<file path="src/hdl/utf8d_pkg.sv">
// Shared types and constants of the UTF-8 stream decoder.
package utf8d_pkg;

    localparam int unsigned CP_W = 21;

    localparam logic [CP_W-1:0] REPL_CP = 21'h00FFFD;

    // Lead-byte classification masks and patterns
    localparam logic [7:0] MASK_LEAD2 = 8'hE0;
    localparam logic [7:0] PAT_LEAD2  = 8'hC0;
    localparam logic [7:0] MASK_LEAD3 = 8'hF0;
    localparam logic [7:0] PAT_LEAD3  = 8'hE0;
    localparam logic [7:0] MASK_LEAD4 = 8'hF8;
    localparam logic [7:0] PAT_LEAD4  = 8'hF0;
    localparam logic [7:0] MASK_CONT  = 8'hC0;
    localparam logic [7:0] PAT_CONT   = 8'h80;

    // Sequence lengths; zero means no sequence pending
    localparam logic [2:0] LEN_IDLE = 3'd0;
    localparam logic [2:0] LEN_2    = 3'd2;
    localparam logic [2:0] LEN_3    = 3'd3;
    localparam logic [2:0] LEN_4    = 3'd4;

    // One decoded item's worth of work: rep_count replacements, then an
    // optional tail codepoint.
    typedef struct packed {
        logic [1:0]      rep_count;
        logic            has_tail;
        logic [CP_W-1:0] tail_cp;
    } job_t;

endpackage

</file>
<file path="src/hdl/utf8d_front.sv">
// Front end: accept bytes, track the pending sequence, classify into jobs.
module utf8d_front
(
    input  logic              clk,
    input  logic              rst_n,
    input  logic              accept,
    input  logic [7:0]        data_byte,
    input  logic              end_of_text,
    output logic              job_push,
    output utf8d_pkg::job_t   job
);

    logic [2:0] el_reg;
    logic [2:0] el_next;
    logic [1:0] hc_reg;
    logic [1:0] hc_next;
    logic [7:0] held0_reg;
    logic [7:0] held1_reg;
    logic [7:0] held2_reg;
    logic       wr_held0;
    logic       wr_held1;
    logic       wr_held2;
    logic [2:0] lead_len;
    logic       is_cont;
    logic [utf8d_pkg::CP_W-1:0] assembled;

    always_comb
    begin
        if ((data_byte & utf8d_pkg::MASK_LEAD2) == utf8d_pkg::PAT_LEAD2)
        begin
            lead_len = utf8d_pkg::LEN_2;
        end
        else if ((data_byte & utf8d_pkg::MASK_LEAD3) == utf8d_pkg::PAT_LEAD3)
        begin
            lead_len = utf8d_pkg::LEN_3;
        end
        else if ((data_byte & utf8d_pkg::MASK_LEAD4) == utf8d_pkg::PAT_LEAD4)
        begin
            lead_len = utf8d_pkg::LEN_4;
        end
        else
        begin
            lead_len = utf8d_pkg::LEN_IDLE;
        end
    end

    assign is_cont = ((data_byte & utf8d_pkg::MASK_CONT) == utf8d_pkg::PAT_CONT);

    always_comb
    begin
        case (el_reg)
            utf8d_pkg::LEN_2:
                assembled = {10'd0, held0_reg[4:0], data_byte[5:0]};
            utf8d_pkg::LEN_3:
                assembled = {5'd0, held0_reg[3:0], held1_reg[5:0], data_byte[5:0]};
            default:
                assembled = {held0_reg[2:0], held1_reg[5:0], held2_reg[5:0],
                             data_byte[5:0]};
        endcase
    end

    always_comb
    begin
        job.rep_count = 2'd0;
        job.has_tail  = 1'b0;
        job.tail_cp   = {13'd0, data_byte};
        el_next       = el_reg;
        hc_next       = hc_reg;
        wr_held0      = 1'b0;
        wr_held1      = 1'b0;
        wr_held2      = 1'b0;
        if (end_of_text)
        begin
            // Flush: one replacement per held byte
            if (el_reg != utf8d_pkg::LEN_IDLE)
            begin
                job.rep_count = hc_reg;
            end
            el_next = utf8d_pkg::LEN_IDLE;
            hc_next = 2'd0;
        end
        else if (el_reg == utf8d_pkg::LEN_IDLE || !is_cont)
        begin
            // Drop a broken sequence, then decode the byte from idle
            if (el_reg != utf8d_pkg::LEN_IDLE)
            begin
                job.rep_count = hc_reg;
            end
            el_next = utf8d_pkg::LEN_IDLE;
            hc_next = 2'd0;
            if (!data_byte[7])
            begin
                job.has_tail = 1'b1;
            end
            else if (lead_len != utf8d_pkg::LEN_IDLE)
            begin
                wr_held0 = 1'b1;
                hc_next  = 2'd1;
                el_next  = lead_len;
            end
            else
            begin
                job.has_tail = 1'b1;
                job.tail_cp  = utf8d_pkg::REPL_CP;
            end
        end
        else if (({1'b0, hc_reg} + 3'd1) >= el_reg)
        begin
            // Sequence complete
            job.has_tail = 1'b1;
            job.tail_cp  = assembled;
            el_next      = utf8d_pkg::LEN_IDLE;
            hc_next      = 2'd0;
        end
        else
        begin
            case (hc_reg)
                2'd1:    wr_held1 = 1'b1;
                2'd2:    wr_held2 = 1'b1;
                default: wr_held0 = 1'b0;
            endcase
            hc_next = hc_reg + 2'd1;
        end
    end

    assign job_push = accept && (job.rep_count != 2'd0 || job.has_tail);

    always_ff @(posedge clk or negedge rst_n)
    begin
        if (!rst_n)
        begin
            el_reg <= utf8d_pkg::LEN_IDLE;
            hc_reg <= 2'd0;
        end
        else if (accept)
        begin
            el_reg <= el_next;
            hc_reg <= hc_next;
        end
    end

    always_ff @(posedge clk)
    begin
        if (accept && wr_held0)
        begin
            held0_reg <= data_byte;
        end
        if (accept && wr_held1)
        begin
            held1_reg <= data_byte;
        end
        if (accept && wr_held2)
        begin
            held2_reg <= data_byte;
        end
    end

endmodule

</file>
<file path="src/hdl/utf8d_queue.sv">
// Job queue between the front end and the result expander.
module utf8d_queue
#(
    parameter int unsigned DEPTH = 4
)
(
    input  logic              clk,
    input  logic              rst_n,
    input  logic              push,
    input  utf8d_pkg::job_t   push_job,
    output logic              full,
    input  logic              pop,
    output utf8d_pkg::job_t   head_job,
    output logic              empty
);

    localparam int unsigned PTR_W = (DEPTH > 1) ? $clog2(DEPTH) : 1;
    localparam int unsigned CNT_W = $clog2(DEPTH + 1);

    utf8d_pkg::job_t  entry_reg [DEPTH];
    logic [PTR_W-1:0] wr_ptr_reg;
    logic [PTR_W-1:0] wr_ptr_next;
    logic [PTR_W-1:0] rd_ptr_reg;
    logic [PTR_W-1:0] rd_ptr_next;
    logic [CNT_W-1:0] count_reg;
    logic [CNT_W-1:0] count_next;
    logic             do_push;
    logic             do_pop;

    assign full     = (count_reg == CNT_W'(DEPTH));
    assign empty    = (count_reg == '0);
    assign do_push  = push && !full;
    assign do_pop   = pop && !empty;
    assign head_job = entry_reg[rd_ptr_reg];

    always_comb
    begin
        wr_ptr_next = wr_ptr_reg;
        rd_ptr_next = rd_ptr_reg;
        count_next  = count_reg;
        if (do_push)
        begin
            wr_ptr_next = (wr_ptr_reg == PTR_W'(DEPTH - 1)) ? '0 : wr_ptr_reg + 1'b1;
        end
        if (do_pop)
        begin
            rd_ptr_next = (rd_ptr_reg == PTR_W'(DEPTH - 1)) ? '0 : rd_ptr_reg + 1'b1;
        end
        if (do_push && !do_pop)
        begin
            count_next = count_reg + 1'b1;
        end
        else if (do_pop && !do_push)
        begin
            count_next = count_reg - 1'b1;
        end
    end

    always_ff @(posedge clk or negedge rst_n)
    begin
        if (!rst_n)
        begin
            wr_ptr_reg <= '0;
            rd_ptr_reg <= '0;
            count_reg  <= '0;
        end
        else
        begin
            wr_ptr_reg <= wr_ptr_next;
            rd_ptr_reg <= rd_ptr_next;
            count_reg  <= count_next;
        end
    end

    always_ff @(posedge clk)
    begin
        if (do_push)
        begin
            entry_reg[wr_ptr_reg] <= push_job;
        end
    end

endmodule

</file>
<file path="src/hdl/utf8d_back.sv">
// Back end: expand each job into result items through an output register.
module utf8d_back
(
    input  logic                         clk,
    input  logic                         rst_n,
    input  utf8d_pkg::job_t              job,
    input  logic                         job_empty,
    output logic                         job_pop,
    output logic [utf8d_pkg::CP_W-1:0]   codepoint,
    output logic                         last_in_run,
    output logic                         empty,
    input  logic                         pop
);

    logic [1:0]                 sub_reg;
    logic [1:0]                 sub_next;
    logic                       valid_reg;
    logic                       valid_next;
    logic [utf8d_pkg::CP_W-1:0] cp_reg;
    logic                       last_reg;
    logic                       load;
    logic [2:0]                 total;
    logic                       is_last;
    logic [utf8d_pkg::CP_W-1:0] cp_sel;

    assign total   = {1'b0, job.rep_count} + {2'b00, job.has_tail};
    assign is_last = (({1'b0, sub_reg} + 3'd1) == total);
    assign cp_sel  = (sub_reg < job.rep_count) ? utf8d_pkg::REPL_CP : job.tail_cp;
    assign load    = !job_empty && (!valid_reg || pop);
    assign job_pop = load && is_last;

    always_comb
    begin
        sub_next   = sub_reg;
        valid_next = valid_reg;
        if (load)
        begin
            valid_next = 1'b1;
            sub_next   = is_last ? 2'd0 : sub_reg + 2'd1;
        end
        else if (pop)
        begin
            valid_next = 1'b0;
        end
    end

    always_ff @(posedge clk or negedge rst_n)
    begin
        if (!rst_n)
        begin
            sub_reg   <= 2'd0;
            valid_reg <= 1'b0;
        end
        else
        begin
            sub_reg   <= sub_next;
            valid_reg <= valid_next;
        end
    end

    always_ff @(posedge clk)
    begin
        if (load)
        begin
            cp_reg   <= cp_sel;
            last_reg <= is_last;
        end
    end

    assign codepoint   = cp_reg;
    assign last_in_run = last_reg;
    assign empty       = !valid_reg;

endmodule

</file>
<file path="src/hdl/utf8_stream_decoder_core.sv">
// Top level of the streaming UTF-8 decoder.
// The decoder takes one byte per cycle and gives 21-bit codepoints. ASCII
// bytes pass through, lead bytes of 2, 3 and 4 byte forms are held with
// their continuations until the sequence completes, and every rejected byte
// (stray continuation, invalid lead, a held byte of a broken sequence, or
// one flushed by end_of_text) comes out as 0xFFFD. No overlong or surrogate
// check is made. The input side accepts one byte every cycle; the front end
// classifies it in that cycle and posts a job to a queue of QUEUE_DEPTH
// entries. The back end drains one result item per cycle from the queue
// through its output register, so a byte that causes k results (up to four)
// holds the result side until all k have drained, and the input stalls
// (full high) only once the queue has filled behind such bursts or behind a
// stalled consumer. A byte's results pass through its queue entry and then
// the output register; last_in_run marks the final result of each byte.
module utf8_stream_decoder_core
#(
    parameter int unsigned QUEUE_DEPTH = 4
)
(
    input  logic        clk,
    input  logic        rst_n,
    input  logic        push,
    output logic        full,
    input  logic [7:0]  data_byte,
    input  logic        end_of_text,
    output logic        empty,
    input  logic        pop,
    output logic [20:0] codepoint,
    output logic        last_in_run
);

    logic            accept;
    logic            job_push;
    utf8d_pkg::job_t front_job;
    utf8d_pkg::job_t head_job;
    logic            q_empty;
    logic            q_pop;

    // Advance the front end only on an accepted item
    assign accept = push && !full;

    utf8d_front u_front
    (
        .clk         (clk),
        .rst_n       (rst_n),
        .accept      (accept),
        .data_byte   (data_byte),
        .end_of_text (end_of_text),
        .job_push    (job_push),
        .job         (front_job)
    );

    // Decouple classification from result expansion
    utf8d_queue
    #(
        .DEPTH (QUEUE_DEPTH)
    )
    u_queue
    (
        .clk      (clk),
        .rst_n    (rst_n),
        .push     (job_push),
        .push_job (front_job),
        .full     (full),
        .pop      (q_pop),
        .head_job (head_job),
        .empty    (q_empty)
    );

    utf8d_back u_back
    (
        .clk         (clk),
        .rst_n       (rst_n),
        .job         (head_job),
        .job_empty   (q_empty),
        .job_pop     (q_pop),
        .codepoint   (codepoint),
        .last_in_run (last_in_run),
        .empty       (empty),
        .pop         (pop)
    );

endmodule

</file>
<file path="config.mk">
export PLATFORM = sky130hd
export DESIGN_NAME = utf8_stream_decoder_core
export DESIGN_NICKNAME = d
export VERILOG_FILES = /design/src/hdl/utf8d_pkg.sv /design/src/hdl/utf8d_front.sv /design/src/hdl/utf8d_queue.sv /design/src/hdl/utf8d_back.sv /design/src/hdl/utf8_stream_decoder_core.sv
export SDC_FILE = /design/constraint.sdc
export NUM_CORES = 1
export LEC_CHECK = 0
export ABC_AREA = 1
export ABC_CLOCK_PERIOD_IN_PS = 3500
export BUFFER_PORTS_ARGS = -buffer_cell sky130_fd_sc_hd__buf_2
export CAP_MARGIN = 20
export CORE_ASPECT_RATIO = 1.25
export CORE_UTILIZATION = 58
export DETAILED_ROUTE_END_ITERATION = 8
export PLACE_DENSITY = 0.76
export SLEW_MARGIN = 20
export SYNTH_ARGS = -nofsm -noshare
export SYNTH_HDL_FRONTEND = slang
export SYNTH_SLANG_ARGS = --single-unit
</file>
<file path="constraint.sdc">
create_clock -name clk -period 3.5 [get_ports clk]
set_input_delay 0.525 -clock clk [delete_from_list [all_inputs] [get_ports clk]]
set_output_delay 0.525 -clock clk [all_outputs]
set_load 0.1 [all_outputs]
</file>
==> results_dict.tcl <==
set metrics [dict create \
    initial_core_util 0.601 \
    grt_usage 0.239 \
    setup_viol 0 \
    rsz0062_at_grt "no" \
    cts_hold_buf 0 \
    reg2reg_to "u_queue.count_reg[2]" \
    n_antenna_cell 0 \
    cts_buffers 17 \
    vias 4122 \
    ys_types 39 \
    die_w_um 96.1 \
    insertion_delay_ns 0.41 \
    fin_nets 618 \
    post_cts_buffers 0 \
    final_common_cell "edfxtp_1" \
    viasPerCell 5.62 \
    cp_common_cell "inv_1" \
    rr_startpoint "u_front.hc_reg[0]" \
    final_layout_size_suffix_gt1_frac 0.171 \
    max_cap_violations 0 \
    ant_nets 0 \
    fillers 722 \
    fmax_ghz 0.322 \
    port_buffers 36 \
    setup.worst_path.end_class "flop" \
    grt_pass1_wl_mm 20.0 \
    ys_top_cells_by_area "edfxtp_1, nor2_1, dfrtp_1" \
    cts.sinks 150 \
    clk_pin_slew_ns 0.06 \
    grt_antenna_before_repair 0 \
    path_class "reg2reg" \
    firstDrtPassIters 5 \
    final_util 0.694 \
    arrival_ns 3.39 \
    root_buffer "clkbuf_16" \
    htreeDepth 4 \
    coreArea_um2 10700 \
    crit_required_ns 3.78 \
    final_cells 733 \
    ff2ff_setup_slack_ns 0.39 \
    status "completed" \
    critPathLaunchType "flop" \
    skew_ns 0.00883 \
    cts_tree "done" \
    wl_per_cell_um 17.0 \
    die_y_um 120 \
    grt_pass1_vias 4113 \
    netlist_area_um2 6420 \
    largest_reg_flops 96 \
    synth_seq_area_share 0.690 \
    drt-initial-drc-count 269 \
    hold_class "in2async" \
    grt_max_degree 45 \
    dieArea_um2 11500 \
    holdWs_ns 0.0125 \
    drc 0 \
    synth_cells 540 \
    dp_cells 701 \
    max_stage_delay_ns 0.50 \
    yosysTopAreaCellShare 0.632 \
    cts_buffer_depth 2 \
    period_minus_slack_ns 3.11 \
    r2r_cells 16 \
    dp_hpwl_mm 7.95 \
    routabilityCongestion 0.904 \
    timing.final.crit_share 0.889 \
    slew_viol_final 0 \
    tightest_slew_ns 0.986 \
    p_per_area_nw_per_um2 963 \
    mostFrequentLayoutCells "edfxtp_1, nor2_1, o21ai_0" \
    slew-limit-headroom 0.337 \
    syn-mean-instance-area_um2 11.9 \
    rows 42 \
    cts-resized-gates 0 \
    synth.yosys.warnings 0 \
    ir_drop_mv 0.418 \
    area_delta_synth_final_pct 15.4 \
    p_leak_nw 2.89 \
    fin_area_um2 7400 \
    path_max_fanout 13 \
    synth-seq-cells 150 \
    drt_wl_total_mm 12.5 \
    fin_tns_setup_ns 0 \
    io_pins 37 \
    grt_overflow 0 \
    dpl_cell_area_um2 6750 \
    synthesis.nets 570 \
    slowest_stage "dfrtp_1" \
    cp_cell_sequence "inv_1 > ha_1 > inv_1 > ha_1 > nand3b_1 > nand3_2 > nand2_4 > nand3_4 > nand2_4 > inv_1 > ha_1 > inv_1 > fa_1 > a21oi_1 > o21ai_0 > xor2_1" \
    finalHoldViolCount 0 \
    yosysTopAreaCell "edfxtp_1" \
]
## power breakdown
group	switching [W]	total (W)	internal (W)
logic	0.00209	0.00270	0.000610
clock network	0.000700	0.00197	0.00127
registers	0.000115	0.00246	0.00235
## layout make-up
cell class	count	area, um2	share of cell area
sequential	150	4430	0.598
clock buffer	17	425	0.0575
tap	132	165	0.0223
multi-input combinational	323	1710	0.231
timing repair buffer	46	255	0.0345
clock inverter	15	225	0.0304
inverter	50	190	0.0257
## metrics by stage
stage                     power [W]  setup slack (ns)
after detailed placement    0.00519             0.395
after global routing        0.00748             0.142
after CTS                   0.00717             0.377
after global placement      0.00509             0.551
after floorplan             0.00466             0.216
final                       0.00713             0.390
## worst max-delay path by stage
stage / endpoint / depth (start not counted) / slack (ns) / startpoint
5_1_grt: u_queue.count_reg[2] / 16 / 0.14 / u_front.hc_reg[0]
2_1_floorplan: u_queue.count_reg[1] / 11 / 0.22 / u_back.valid_reg
3_5_place_dp: u_queue.count_reg[2] / 16 / 0.40 / u_front.hc_reg[0]
6_report: u_queue.count_reg[2] / 16 / 0.39 / u_front.hc_reg[0]
3_3_place_gp: u_queue.count_reg[2] / 16 / 0.55 / u_front.hc_reg[0]
4_1_cts: u_queue.count_reg[2] / 16 / 0.38 / u_front.hc_reg[0]
## cell usage after synthesis (all sizes together)
cell type / number
edfxtp: 135
nor2: 109
o21ai: 69
nand2: 56
inv: 50
nand3: 21
a21oi: 20
ha: 16
dfrtp: 15
buf: 9
clkbuf: 8
a31oi: 5
nor3: 5
o211ai: 3
o22ai: 3
or2: 3
xnor2: 3
nand3b: 2
xor2: 2
a211oi: 1
a32oi: 1
and2: 1
fa: 1
nand4: 1
o221ai: 1
## worst max-delay path, delay by kind of cell (launching register included)
family | cells | cell delay, ns
flip-flops | 1 | 0.50
buffers and inverters | 4 | 0.27
AO/OA/AOI/OAI | 2 | 0.28
XOR/XNOR | 1 | 0.17
AND/OR/NAND/NOR | 5 | 0.66
adder cells (fa/ha/maj) | 4 | 1.10
## kinds of logic after synthesis
| logic type | after synthesis | synth area share |
|---|---|---|
| AOI/OAI and AO/OA | 103 | 0.0891 |
| xor gates and xnor gates | 5 | 0.00683 |
| adders and majority gates | 17 | 0.0343 |
| buffers and inverters | 67 | 0.0441 |
| DFF | 150 | 0.690 |
| and+or+nand+nor | 198 | 0.135 |
## routing by layer
| layer | wire (um) | vias up | global-route usage |
|---|---|---|---|
| li1 | - | 1967 | - |
| met1 | 4950 | 1971 | 0.298 |
| met2 | 6670 | 153 | 0.404 |
| met3 | 594 | 31 | 0.0425 |
| met4 | 265 | 0 | 0.104 |
| met5 | 0 | - | 0 |
Note: power is estimated with default switching activity, not from simulation.
